**src/sv/rtph_pkg.sv**
```systemverilog
package rtph_pkg;

    localparam int QueueDepth = 2;

    localparam logic [3:0] K_HEADER  = 4'd0;
    localparam logic [3:0] K_CSRC    = 4'd1;
    localparam logic [3:0] K_ELEM    = 4'd2;
    localparam logic [3:0] K_EBYTE   = 4'd3;
    localparam logic [3:0] K_PAY     = 4'd4;
    localparam logic [3:0] K_END     = 4'd5;
    localparam logic [3:0] K_BADVER  = 4'd6;
    localparam logic [3:0] K_BADPROF = 4'd7;
    localparam logic [3:0] K_TRUNC   = 4'd8;

    localparam logic [15:0] EXT_PROFILE = 16'hBEDE;

    // one record, as queued between front and back
    typedef struct packed {
        logic [3:0]  rec_kind;
        logic        extension_flag;
        logic [3:0]  csrc_count;
        logic        marker;
        logic [6:0]  payload_type;
        logic [15:0] sequence_res;
        logic [31:0] timestamp;
        logic [31:0] source_id;
        logic [3:0]  ext_id;
        logic [4:0]  ext_len;
        logic [7:0]  data_byte;
    } rec_t;

    // up to two records caused by one input word
    typedef struct packed {
        logic second_valid;
        rec_t first;
        rec_t second;
    } pair_t;

endpackage

```
**src/sv/rtp_header_parser.sv**
```systemverilog
// channel | direction | handshake           | payload
// input   | in        | in_valid/in_ready   | in_byte, end_of_packet
// output  | out       | out_valid/out_ready | rec_kind .. data_byte, last
//
// One input word per cycle while the record stream keeps up; a word making two
// records (a final byte with its end or truncated record) presents both in turn.
// The front classifier registers each word's records; a two-entry queue
// lets the record stream stall without stopping the byte stream at once.
// rst_n clears parse state and queue; no clearing pass is needed.
module rtp_header_parser
    import rtph_pkg::*;
#(
    parameter int DEPTH = QueueDepth
)
(
    input  logic        clk,
    input  logic        rst_n,
    input  logic        in_valid,
    output logic        in_ready,
    input  logic [7:0]  in_byte,
    input  logic        end_of_packet,
    output logic        out_valid,
    input  logic        out_ready,
    output logic [3:0]  rec_kind,
    output logic        extension_flag,
    output logic [3:0]  csrc_count,
    output logic        marker,
    output logic [6:0]  payload_type,
    output logic [15:0] sequence_res,
    output logic [31:0] timestamp,
    output logic [31:0] source_id,
    output logic [3:0]  ext_id,
    output logic [4:0]  ext_len,
    output logic [7:0]  data_byte,
    output logic        last
);

    logic  pair_valid;
    logic  pair_ready;
    pair_t pair_data;

    rtph_front u_front (
        .clk           (clk),
        .rst_n         (rst_n),
        .in_valid      (in_valid),
        .in_ready      (in_ready),
        .in_byte       (in_byte),
        .end_of_packet (end_of_packet),
        .pair_valid    (pair_valid),
        .pair_ready    (pair_ready),
        .pair_data     (pair_data)
    );

    rtph_back #(.DEPTH(DEPTH)) u_back (
        .clk            (clk),
        .rst_n          (rst_n),
        .pair_valid     (pair_valid),
        .pair_ready     (pair_ready),
        .pair_data      (pair_data),
        .out_valid      (out_valid),
        .out_ready      (out_ready),
        .rec_kind       (rec_kind),
        .extension_flag (extension_flag),
        .csrc_count     (csrc_count),
        .marker         (marker),
        .payload_type   (payload_type),
        .sequence_res   (sequence_res),
        .timestamp      (timestamp),
        .source_id      (source_id),
        .ext_id         (ext_id),
        .ext_len        (ext_len),
        .data_byte      (data_byte),
        .last           (last)
    );

endmodule

```
**src/sv/rtph_front.sv**
```systemverilog
module rtph_front
    import rtph_pkg::*;
(
    input  logic       clk,
    input  logic       rst_n,
    input  logic       in_valid,
    output logic       in_ready,
    input  logic [7:0] in_byte,
    input  logic       end_of_packet,
    output logic       pair_valid,
    input  logic       pair_ready,
    output pair_t      pair_data
);

    localparam logic [2:0] PH_FIXED   = 3'd0;
    localparam logic [2:0] PH_CSRC    = 3'd1;
    localparam logic [2:0] PH_EXTHDR  = 3'd2;
    localparam logic [2:0] PH_ELEM    = 3'd3;
    localparam logic [2:0] PH_EDATA   = 3'd4;
    localparam logic [2:0] PH_PAYLOAD = 3'd5;
    localparam logic [2:0] PH_DROP    = 3'd6;

    logic [2:0]  phase_reg, phase_next;
    logic [3:0]  offset_reg, offset_next;
    logic [31:0] shift_reg, shift_next;
    logic [15:0] seq_reg, seq_next;
    logic [31:0] stamp_reg, stamp_next;
    logic [15:0] first_reg, first_next;
    logic [3:0]  csrc_left_reg, csrc_left_next;
    logic [17:0] ext_left_reg, ext_left_next;
    logic [4:0]  elem_left_reg, elem_left_next;
    logic        stopped_reg, stopped_next;

    logic        out_valid_reg;
    pair_t       out_reg;
    logic        go;
    logic        n_any;
    pair_t       pr;
    logic        have_first;
    logic [2:0]  after_csrc;
    logic [31:0] sh;
    rec_t        rec_a;
    rec_t        rec_b;
    logic        has_a;
    logic        has_b;
    logic        err;

    assign in_ready   = !out_valid_reg || pair_ready;
    assign go         = in_valid && in_ready;
    assign pair_valid = out_valid_reg;
    assign pair_data  = out_reg;
    assign after_csrc = first_reg[12] ? PH_EXTHDR : PH_PAYLOAD;
    assign sh         = {shift_reg[23:0], in_byte};

    always_comb
    begin
        phase_next     = phase_reg;
        offset_next    = offset_reg;
        shift_next     = shift_reg;
        seq_next       = seq_reg;
        stamp_next     = stamp_reg;
        first_next     = first_reg;
        csrc_left_next = csrc_left_reg;
        ext_left_next  = ext_left_reg;
        elem_left_next = elem_left_reg;
        stopped_next   = stopped_reg;
        rec_a          = '0;
        rec_b          = '0;
        has_a          = 1'b0;
        has_b          = 1'b0;
        err            = 1'b0;
        unique case (phase_reg)
            PH_FIXED:
            begin
                shift_next = sh;
                if (offset_reg == 4'd0 && in_byte[7:6] != 2'd2)
                begin
                    has_a          = 1'b1;
                    rec_a.rec_kind = K_BADVER;
                    phase_next     = PH_DROP;
                    err            = 1'b1;
                end
                else
                begin
                    if (offset_reg == 4'd1)
                        first_next = sh[15:0];
                    if (offset_reg == 4'd3)
                        seq_next = sh[15:0];
                    if (offset_reg == 4'd7)
                        stamp_next = sh;
                    if (offset_reg >= 4'd11)
                    begin
                        has_a                = 1'b1;
                        rec_a.rec_kind       = K_HEADER;
                        rec_a.extension_flag = first_reg[12];
                        rec_a.csrc_count     = first_reg[11:8];
                        rec_a.marker         = first_reg[7];
                        rec_a.payload_type   = first_reg[6:0];
                        rec_a.sequence_res   = seq_reg;
                        rec_a.timestamp      = stamp_reg;
                        rec_a.source_id      = sh;
                        csrc_left_next       = first_reg[11:8];
                        offset_next          = 4'd0;
                        phase_next = (first_reg[11:8] != 4'd0) ? PH_CSRC : after_csrc;
                    end
                    else
                        offset_next = offset_reg + 4'd1;
                end
            end
            PH_CSRC:
            begin
                shift_next = sh;
                if (offset_reg >= 4'd3)
                begin
                    has_a           = 1'b1;
                    rec_a.rec_kind  = K_CSRC;
                    rec_a.source_id = sh;
                    csrc_left_next  = csrc_left_reg - 4'd1;
                    offset_next     = 4'd0;
                    if (csrc_left_reg == 4'd1)
                        phase_next = after_csrc;
                end
                else
                    offset_next = offset_reg + 4'd1;
            end
            PH_EXTHDR:
            begin
                shift_next = sh;
                if (offset_reg == 4'd1 && sh[15:0] != EXT_PROFILE)
                begin
                    has_a          = 1'b1;
                    rec_a.rec_kind = K_BADPROF;
                    phase_next     = PH_DROP;
                    err            = 1'b1;
                end
                else if (offset_reg >= 4'd3)
                begin
                    ext_left_next = {sh[15:0], 2'b00};
                    offset_next   = 4'd0;
                    stopped_next  = 1'b0;
                    phase_next    = (sh[15:0] != 16'd0) ? PH_ELEM : PH_PAYLOAD;
                end
                else
                    offset_next = offset_reg + 4'd1;
            end
            PH_ELEM:
            begin
                ext_left_next = ext_left_reg - 18'd1;
                if (!stopped_reg)
                begin
                    if (in_byte[7:4] == 4'hf)
                        stopped_next = 1'b1;
                    else if (in_byte[7:4] != 4'h0)
                    begin
                        has_a          = 1'b1;
                        rec_a.rec_kind = K_ELEM;
                        rec_a.ext_id   = in_byte[7:4];
                        rec_a.ext_len  = {1'b0, in_byte[3:0]} + 5'd1;
                        elem_left_next = {1'b0, in_byte[3:0]} + 5'd1;
                        phase_next     = PH_EDATA;
                    end
                end
                if (ext_left_reg == 18'd1)
                    phase_next = PH_PAYLOAD;
            end
            PH_EDATA:
            begin
                has_a           = 1'b1;
                rec_a.rec_kind  = K_EBYTE;
                rec_a.data_byte = in_byte;
                ext_left_next   = ext_left_reg - 18'd1;
                elem_left_next  = elem_left_reg - 5'd1;
                if (ext_left_reg == 18'd1)
                    phase_next = PH_PAYLOAD;
                else if (elem_left_reg == 5'd1)
                    phase_next = PH_ELEM;
            end
            PH_PAYLOAD:
            begin
                has_a           = 1'b1;
                rec_a.rec_kind  = K_PAY;
                rec_a.data_byte = in_byte;
            end
            default:
            begin
            end
        endcase

        if (end_of_packet)
        begin
            if (!err && phase_reg != PH_DROP)
            begin
                has_b = 1'b1;
                if (phase_next == PH_PAYLOAD)
                begin
                    rec_b.rec_kind = K_END;
                    if (first_reg[13] && phase_reg == PH_PAYLOAD)
                        rec_b.data_byte = in_byte;
                end
                else
                    rec_b.rec_kind = K_TRUNC;
            end
            phase_next     = PH_FIXED;
            offset_next    = '0;
            shift_next     = '0;
            seq_next       = '0;
            stamp_next     = '0;
            first_next     = '0;
            csrc_left_next = '0;
            ext_left_next  = '0;
            elem_left_next = '0;
            stopped_next   = 1'b0;
        end
    end

    // pack the records so the first slot is always filled
    assign have_first = has_a || has_b;
    assign n_any      = have_first;
    always_comb
    begin
        pr.first        = has_a ? rec_a : rec_b;
        pr.second       = rec_b;
        pr.second_valid = has_a && has_b;
    end

    always_ff @(posedge clk or negedge rst_n)
    begin
        if (!rst_n)
        begin
            phase_reg     <= PH_FIXED;
            offset_reg    <= '0;
            shift_reg     <= '0;
            seq_reg       <= '0;
            stamp_reg     <= '0;
            first_reg     <= '0;
            csrc_left_reg <= '0;
            ext_left_reg  <= '0;
            elem_left_reg <= '0;
            stopped_reg   <= 1'b0;
            out_valid_reg <= 1'b0;
        end
        else
        begin
            if (go)
            begin
                phase_reg     <= phase_next;
                offset_reg    <= offset_next;
                shift_reg     <= shift_next;
                seq_reg       <= seq_next;
                stamp_reg     <= stamp_next;
                first_reg     <= first_next;
                csrc_left_reg <= csrc_left_next;
                ext_left_reg  <= ext_left_next;
                elem_left_reg <= elem_left_next;
                stopped_reg   <= stopped_next;
                out_valid_reg <= n_any;
            end
            else if (pair_ready)
                out_valid_reg <= 1'b0;
        end
    end

    always_ff @(posedge clk)
    begin
        if (go)
            out_reg <= pr;
    end

endmodule

```
**src/sv/rtph_back.sv**
```systemverilog
module rtph_back
    import rtph_pkg::*;
#(
    parameter int DEPTH = QueueDepth
)
(
    input  logic        clk,
    input  logic        rst_n,
    input  logic        pair_valid,
    output logic        pair_ready,
    input  pair_t       pair_data,
    output logic        out_valid,
    input  logic        out_ready,
    output logic [3:0]  rec_kind,
    output logic        extension_flag,
    output logic [3:0]  csrc_count,
    output logic        marker,
    output logic [6:0]  payload_type,
    output logic [15:0] sequence_res,
    output logic [31:0] timestamp,
    output logic [31:0] source_id,
    output logic [3:0]  ext_id,
    output logic [4:0]  ext_len,
    output logic [7:0]  data_byte,
    output logic        last
);

    localparam int AW = (DEPTH > 1) ? $clog2(DEPTH) : 1;

    pair_t           mem [DEPTH];
    logic [AW-1:0]   wr_ptr_reg, rd_ptr_reg;
    logic [AW:0]     count_reg;
    logic            half_reg;      // first record of head word already sent
    logic            push, pop;
    pair_t           head;
    rec_t            cur;
    logic            cur_last;

    assign pair_ready = (count_reg != DEPTH[AW:0]);
    assign push       = pair_valid && pair_ready;
    assign head       = mem[rd_ptr_reg];
    assign out_valid  = (count_reg != '0);
    assign cur        = half_reg ? head.second : head.first;
    assign cur_last   = half_reg || !head.second_valid;
    assign pop        = out_valid && out_ready && cur_last;

    assign rec_kind       = cur.rec_kind;
    assign extension_flag = cur.extension_flag;
    assign csrc_count     = cur.csrc_count;
    assign marker         = cur.marker;
    assign payload_type   = cur.payload_type;
    assign sequence_res   = cur.sequence_res;
    assign timestamp      = cur.timestamp;
    assign source_id      = cur.source_id;
    assign ext_id         = cur.ext_id;
    assign ext_len        = cur.ext_len;
    assign data_byte      = cur.data_byte;
    assign last           = cur_last;

    always_ff @(posedge clk)
    begin
        if (push)
            mem[wr_ptr_reg] <= pair_data;
    end

    always_ff @(posedge clk or negedge rst_n)
    begin
        if (!rst_n)
        begin
            wr_ptr_reg <= '0;
            rd_ptr_reg <= '0;
            count_reg  <= '0;
            half_reg   <= 1'b0;
        end
        else
        begin
            if (push)
                wr_ptr_reg <= (wr_ptr_reg == AW'(DEPTH - 1)) ? '0 : wr_ptr_reg + 1'b1;
            if (pop)
                rd_ptr_reg <= (rd_ptr_reg == AW'(DEPTH - 1)) ? '0 : rd_ptr_reg + 1'b1;
            if (push && !pop)
                count_reg <= count_reg + 1'b1;
            else if (pop && !push)
                count_reg <= count_reg - 1'b1;
            if (out_valid && out_ready)
                half_reg <= !cur_last;
        end
    end

endmodule

```
**config.mk**
```make
export PLATFORM = sky130hd
export DESIGN_NAME = rtp_header_parser
export DESIGN_NICKNAME = d
export VERILOG_FILES = /design/src/sv/rtph_pkg.sv /design/src/sv/rtp_header_parser.sv /design/src/sv/rtph_front.sv /design/src/sv/rtph_back.sv
export SDC_FILE = /design/constraint.sdc
export NUM_CORES = 1
export LEC_CHECK = 0
export BUFFER_PORTS_ARGS = -buffer_cell sky130_fd_sc_hd__buf_4
export CORE_ASPECT_RATIO = 2
export CORE_MARGIN = 2
export CORE_UTILIZATION = 45
export CTS_CLUSTER_DIAMETER = 80
export DETAILED_ROUTE_END_ITERATION = 10
export HOLD_SLACK_MARGIN = 0.1
export SYNTH_ARGS = -nofsm -noshare
export SYNTH_HDL_FRONTEND = slang
export SYNTH_SLANG_ARGS = --single-unit
```
**constraint.sdc**
```tcl
create_clock -name clk -period 11 [get_ports clk]
set_clock_uncertainty 0.1 [all_clocks]
set_input_delay 0.55 -clock clk [delete_from_list [all_inputs] [get_ports clk]]
set_output_delay 0.55 -clock clk [all_outputs]
set_load 0.005 [all_outputs]
```
==> results of run 1 <==
worst min-delay path, cell delays in order:
cell and delay, ns:
buf_4 0.11, nand2_1 0.06, o21ai_0 0.07
power by group:
| part | switching (mW) | internal, mW | total (mW) |
|---|---|---|---|
| sequential | 0.324 | 2.66 | 2.99 |
| combinational | 1.12 | 0.810 | 1.93 |
| clock | 0.667 | 0.790 | 1.46 |
layout make-up:
class	instances	area, µm²
Inverter	39	151
Fill cell	3880	21700
Timing Repair Buffer	145	1090
Sequential cell	502	14400
Tap cell	560	701
Clock inverter	23	181
Multi-Input combinational cell	869	5450
Clock buffer	53	1140
path summary, 6_finish.rpt:
path / startpoint / slack (ns) / end
worst max-delay path: u_back.rd_ptr_reg / 6.90 / source_id[4]
worst min-delay path: out_ready / 0.17 / u_back.half_reg
worst max register to register: u_back.count_reg[0] / 7.48 / u_front.csrc_left_reg[2]
worst min register to register: u_front.pair_data[115] / 0.33 / u_back.mem[0][13]
max in group asynchronous: rst_n / 8.92 / u_back.half_reg
min in group asynchronous: rst_n / 0.47 / u_front.elem_left_reg[2]
Yosys cell counts (3+ instances only):
cell,number
nor2_1,157
edfxtp_1,375
nand2b_1,6
nor4b_1,3
o21ai_0,113
inv_1,39
o21ai_1,7
buf_2,20
a21oi_1,38
nand4_1,3
nor3b_1,3
nor3_1,43
nand3_1,9
nor4_1,5
and2_1,93
dfrtp_1,127
a31oi_1,5
ha_1,13
a211oi_1,3
buf_1,4
mux2i_1,122
nand2_1,139
and3_1,11
mux4_2,11
o31ai_1,10
clkbuf_1,57
or3_1,8
o22ai_1,6
xor2_1,3
nor2b_1,5
xnor2_1,4
routing by layer:
metal | GRT usage | vias to the layer above | wire (µm) | share of wire
met5 | 0 | - | 0 | 0
met4 | 0.0788 | 0 | 1780 | 0.039
met3 | 0.0237 | 95 | 1610 | 0.036
met2 | 0.379 | 271 | 25300 | 0.56
met1 | 0.213 | 5840 | 16500 | 0.36
li1 | - | 5577 | - | -
kinds of logic after synthesis:
logic type / synth area share
AO/OA/AOI/OAI: 0.0604
XOR/XNOR: 0.00302
adder cells (fa/ha/maj): 0.00800
buffers and inverters: 0.0241
flip-flops: 0.711
multiplexers: 0.0723
AND/OR/NAND/NOR: 0.122
timing repair:
action,CTS,global route
hold buffers,1,0
endpoints found under the hold margin,65,0
gates resized for setup,0,0
setup buffers,0,0
==> results.json, run 1 <==
{
  "ant_nets": 0,
  "yosysTopAreaCell": "edfxtp_1",
  "ir_drop_mv": 0.156,
  "die_x_um": 154,
  "syn_area_um2": 20300,
  "antenna_found_initial": 0,
  "drt-pass1-iter-count": 5,
  "grt_usage": 0.195,
  "worstSetupPathDepth": 5,
  "gp_congestion": 0.829,
  "path_delay_family": "buffers and inverters",
  "layout-drive-gt1-share": 0.148,
  "fin_nets": 1625,
  "first_global_vias": 12100,
  "synth_edf_count": 375,
  "end_kind": "output port",
  "cap_viol_max_count": 0,
  "path_max_fanout": 49,
  "fp.coreArea_um2": 44900,
  "vias_per_cell": 5.38,
  "cp-start-kind": "flop",
  "hold_viol_final": 0,
  "clk_pin_slew_ns": 0.07,
  "tns_ns": 0,
  "setup_viol": 0,
  "initial_utilization": 0.453,
  "drv_slew": 0,
  "status": "finished clean",
  "wl_per_cell_um": 20.6,
  "critPathKind": "reg2out",
  "final_cell_mix": "edfxtp_1, nor2_1, buf_4, nand2_1, dfrtp_1",
  "async_flop_share": 0.253,
  "clock_path_buffers": 3,
  "finish.utilization": 0.516,
  "dpl_cell_area_um2": 21800,
  "fin_ws_ns": 6.90,
  "min_period_ns": 4.10,
  "whs_ns": 0.174,
  "diodes": 0,
  "crit_required_ns": 10.35,
  "min-delay-path-class": "in2reg",
  "dieArea_um2": 47000,
  "totalPowerFinal_mw": 6.37,
  "crit_buf_inv": 3,
  "tightest_slew_ns": 1.26,
  "clk_latency_ns": 0.56,
  "drt_iter0_drc": 709,
  "synthTopCellsByArea": "edfxtp_1, dfrtp_1, mux2i_1",
  "grt_max_degree": 78,
  "place_ws_ns": 7.41,
  "yosys_warnings": 0,
  "ys_seq_elements": 502,
  "syn-mean-instance-area_um2": 13.6,
  "drc_errors": 0,
  "dp.cells": 2114,
  "r2r_cells": 7,
  "fin_cells": 2191,
  "area_growth_pct": 14.0,
  "fin_area_um2": 23200,
  "synth_cells": 1493,
  "synth_top_flop_cell": "edfxtp_1",
  "synthesis.nets": 1519,
  "seq_area_frac_synth": 0.711,
  "crit_chain": "buf_4, buf_4, mux2i_1, nor2_1, buf_4",
  "largest_reg_flops": 250,
  "port_buffers": 129,
  "min_path_cells": 3,
  "synth_cell_type_count": 73,
  "max_freq_ghz": 0.244,
  "clock_sinks": 502,
  "ios": 130,
  "p_leak_nw": 9.02,
  "grt_pass1_wl_mm": 70.4,
  "max_stage_delay_ns": 0.82,
  "htreeDepth": 2,
  "cts_tree": "built",
  "fin_crit_sh": 0.372,
  "rsz0062_at_grt": "no",
  "numCtsBuffers": 42,
  "wirelength_mm": 45.2,
  "cp_slowest_cell": "dfrtp_4",
  "crit_top_cell": "buf_4",
  "cp_data_arrival_time_ns": 3.45,
  "overflow": 0,
  "cts_root_buffer": "clkbuf_16",
  "dp_hpwl_mm": 29.8,
  "synth_top_cell_area_share": 0.554,
  "placementRows": 110,
  "p_per_area_nw_per_um2": 275,
  "route.vias.total": 11800,
  "relSlewSlack": 0.154,
  "final_common_cell": "edfxtp_1",
  "die_h_um": 305
}
Power figures use the tool's default switching activity.
==> inputs of run 2 (changes only) <==
--- a/config.mk
+++ b/config.mk
@@ -5,6 +5,7 @@
 export SDC_FILE = /design/constraint.sdc
 export NUM_CORES = 1
 export LEC_CHECK = 0
+export ABC_AREA = 1
 export BUFFER_PORTS_ARGS = -buffer_cell sky130_fd_sc_hd__buf_4
 export CORE_ASPECT_RATIO = 2
 export CORE_MARGIN = 2
==> constraint.sdc (replaced) <==
create_clock -name clk -period 3.79 [get_ports clk]
set_clock_uncertainty 0.1 [all_clocks]
set_input_delay 0.1895 -clock clk [delete_from_list [all_inputs] [get_ports clk]]
set_output_delay 0.1895 -clock clk [all_outputs]
set_load 0.005 [all_outputs]
==> run 2 against run 1 <==
  * Flip-flop and latch count unchanged
  * First-iteration DRC count increased by 25%
  * Clock power increased to 3.0 times the previous value
  * Sequential share of layout area decreased by 0.23 points
  * Combinational power increased to 3.2 times the previous value
  * Register-to-register slack got worse by 6.3 ns
  * Synthesized cell count increased by 21%
  * Critical path depth unchanged
  * Die area decreased by 0.52%
  * Wire length increased by 5.2%
==> results.json, run 2 <==
{
  "grt_usage": 0.204,
  "area_growth_pct": 15.0,
  "worstSetupPathDepth": 5,
  "final_cell_mix": "nor2_1, edfxtp_1, o21ai_0, nand2_1, inv_1",
  "layout-drive-gt1-share": 0.119,
  "seq_area_frac_synth": 0.714,
  "synth_cell_type_count": 41,
  "die_h_um": 304,
  "cts_tree": "built",
  "placementRows": 109,
  "ant_nets": 0,
  "dp_hpwl_mm": 30.4,
  "vias_per_cell": 5.16,
  "clk_latency_ns": 0.55,
  "ir_drop_mv": 0.549,
  "fin_ws_ns": 0.931,
  "synth_most_common_cell": "nor2_1",
  "clk_pin_slew_ns": 0.07,
  "overflow": 0,
  "dieArea_um2": 46700,
  "path_delay_family": "buffers and inverters",
  "clock_path_buffers": 3,
  "yosysTopAreaCell": "edfxtp_1",
  "grt_max_degree": 125,
  "syn-mean-instance-area_um2": 11.2,
  "drc_errors": 0,
  "min_period_ns": 2.86,
  "crit_chain": "inv_2, buf_12, o21ai_0, nor2_1, buf_4",
  "port_buffers": 129,
  "synth_top_cell_area_share": 0.557,
  "relSlewSlack": 0.264,
  "fp.coreArea_um2": 44300,
  "clock_sinks": 502,
  "drt-pass1-iter-count": 7,
  "hold_viol_final": 0,
  "syn_area_um2": 20200,
  "crit_required_ns": 3.50,
  "path_max_fanout": 98,
  "wl_per_cell_um": 18.9,
  "p_per_area_nw_per_um2": 816,
  "grt_pass1_wl_mm": 73.8,
  "synth_top_cells_by_count": "nor2_1, edfxtp_1, o21ai_0",
  "yosys_warnings": 0,
  "synthesis.nets": 1832,
  "place_ws_ns": 1.26,
  "numCtsBuffers": 42,
  "die_x_um": 154,
  "max_freq_ghz": 0.350,
  "cp_slowest_cell": "dfrtp_1",
  "r2r_cells": 11,
  "cp-start-kind": "flop",
  "max_stage_delay_ns": 0.54,
  "antenna_found_initial": 0,
  "critPathKind": "reg2out",
  "diodes": 0,
  "cp_data_arrival_time_ns": 2.57,
  "drt_iter0_drc": 885,
  "tightest_slew_ns": 1.10,
  "fin_crit_sh": 0.754,
  "synthTopCellsByArea": "edfxtp_1, dfrtp_1, nor2_1",
  "async_flop_share": 0.253,
  "reg2reg_setup_slack_ns": 1.21,
  "rsz0062_at_grt": "no",
  "fin_nets": 1958,
  "initial_utilization": 0.456,
  "gp_congestion": 0.884,
  "cap_viol_max_count": 0,
  "p_leak_nw": 9.14,
  "status": "finished clean",
  "end_kind": "output port",
  "synth_cells": 1806,
  "ys_seq_elements": 502,
  "crit_buf_inv": 3,
  "synth_top_flop_cell": "edfxtp_1",
  "drv_slew": 0,
  "synth_edf_count": 375,
  "setup_viol": 0,
  "postCtsSetupBuffers": 0,
  "ios": 130,
  "first_global_vias": 12900,
  "finish.utilization": 0.525,
  "final_common_cell": "nor2_1",
  "cts_root_buffer": "clkbuf_16",
  "route.vias.total": 13000,
  "wirelength_mm": 47.6,
  "htreeDepth": 2,
  "largest_reg_flops": 250,
  "min-delay-path-class": "in2async"
}
run 2: worst paths after layout:
kind,start,to
max,u_back.half_reg,timestamp[0]
min,rst_n,u_front.stamp_reg[17]
max in group asynchronous,rst_n,u_front.first_reg[5]
max reg2reg,u_front.phase_reg[1],u_front.ext_left_reg[14]
min reg2reg,u_front.pair_data[224],u_back.mem[0][122]
min in group clk,end_of_packet,u_front.shift_reg[22]
run 2: routing by layer:
| layer | routed length, µm | vias to the layer above | GRT usage | share of wire |
|---|---|---|---|---|
| met3 | 1630 | 80 | 0.0224 | 0.034 |
| met1 | 18700 | 6311 | 0.247 | 0.39 |
| met5 | 0 | - | 0 | 0 |
| met4 | 1750 | 0 | 0.0774 | 0.037 |
| met2 | 25500 | 308 | 0.372 | 0.54 |
| li1 | - | 6297 | - | - |
run 2: kinds of logic after synthesis:
group | synth area share
AOI/OAI and AO/OA | 0.0791
muxes | 0.000557
adders and majority gates | 0.00805
xor gates and xnor gates | 0.00737
DFF | 0.714
buffers and inverters | 0.0490
and+or+nand+nor | 0.142
run 2: per-stage QoR:
stage          instance area [µm²]  hold WS [ns]  power, mW  std cells  setup TNS [ns]
2_1_floorplan                20200        -0.206       12.0       1806         -159.36
3_3_place_gp                 21800         0.195       14.7       2431               0
3_5_place_dp                 21800         0.199       14.8       2431               0
4_1_cts                      23300         0.169       19.2       2519               0
5_1_grt                      23300         0.210       20.2       2519               0
6_report                     23300         0.152       19.0       2519               0
run 2: worst register-to-register path, delay by kind of cell (launching register included):
kind	cells	cell delay, ns
compound gates	2	0.27
buf+inv	1	0.25
flops	1	0.47
simple gates	8	1.46
run 2: cell type report:
| type | count | area (µm²) |
|---|---|---|
| Timing Repair Buffer | 159 | 1290 |
| Sequential cell | 502 | 14400 |
| Inverter | 171 | 648 |
| Clock inverter | 20 | 235 |
| Tap cell | 555 | 694 |
| Fill cell | 3811 | 21100 |
| Clock buffer | 56 | 1140 |
| Multi-Input combinational cell | 1056 | 4800 |
run 2: where the power goes:
group	switching (mW)	total (mW)	internal, mW
logic	4.02	6.15	2.14
clock network	1.89	4.37	2.48
registers	0.647	8.44	7.79
run 2: repair_timing:
action,4_1_cts,5_1_grt
setup endpoints to repair,0,0
gates resized for setup,0,0
endpoints found under the hold margin,72,0
hold buffers,12,0
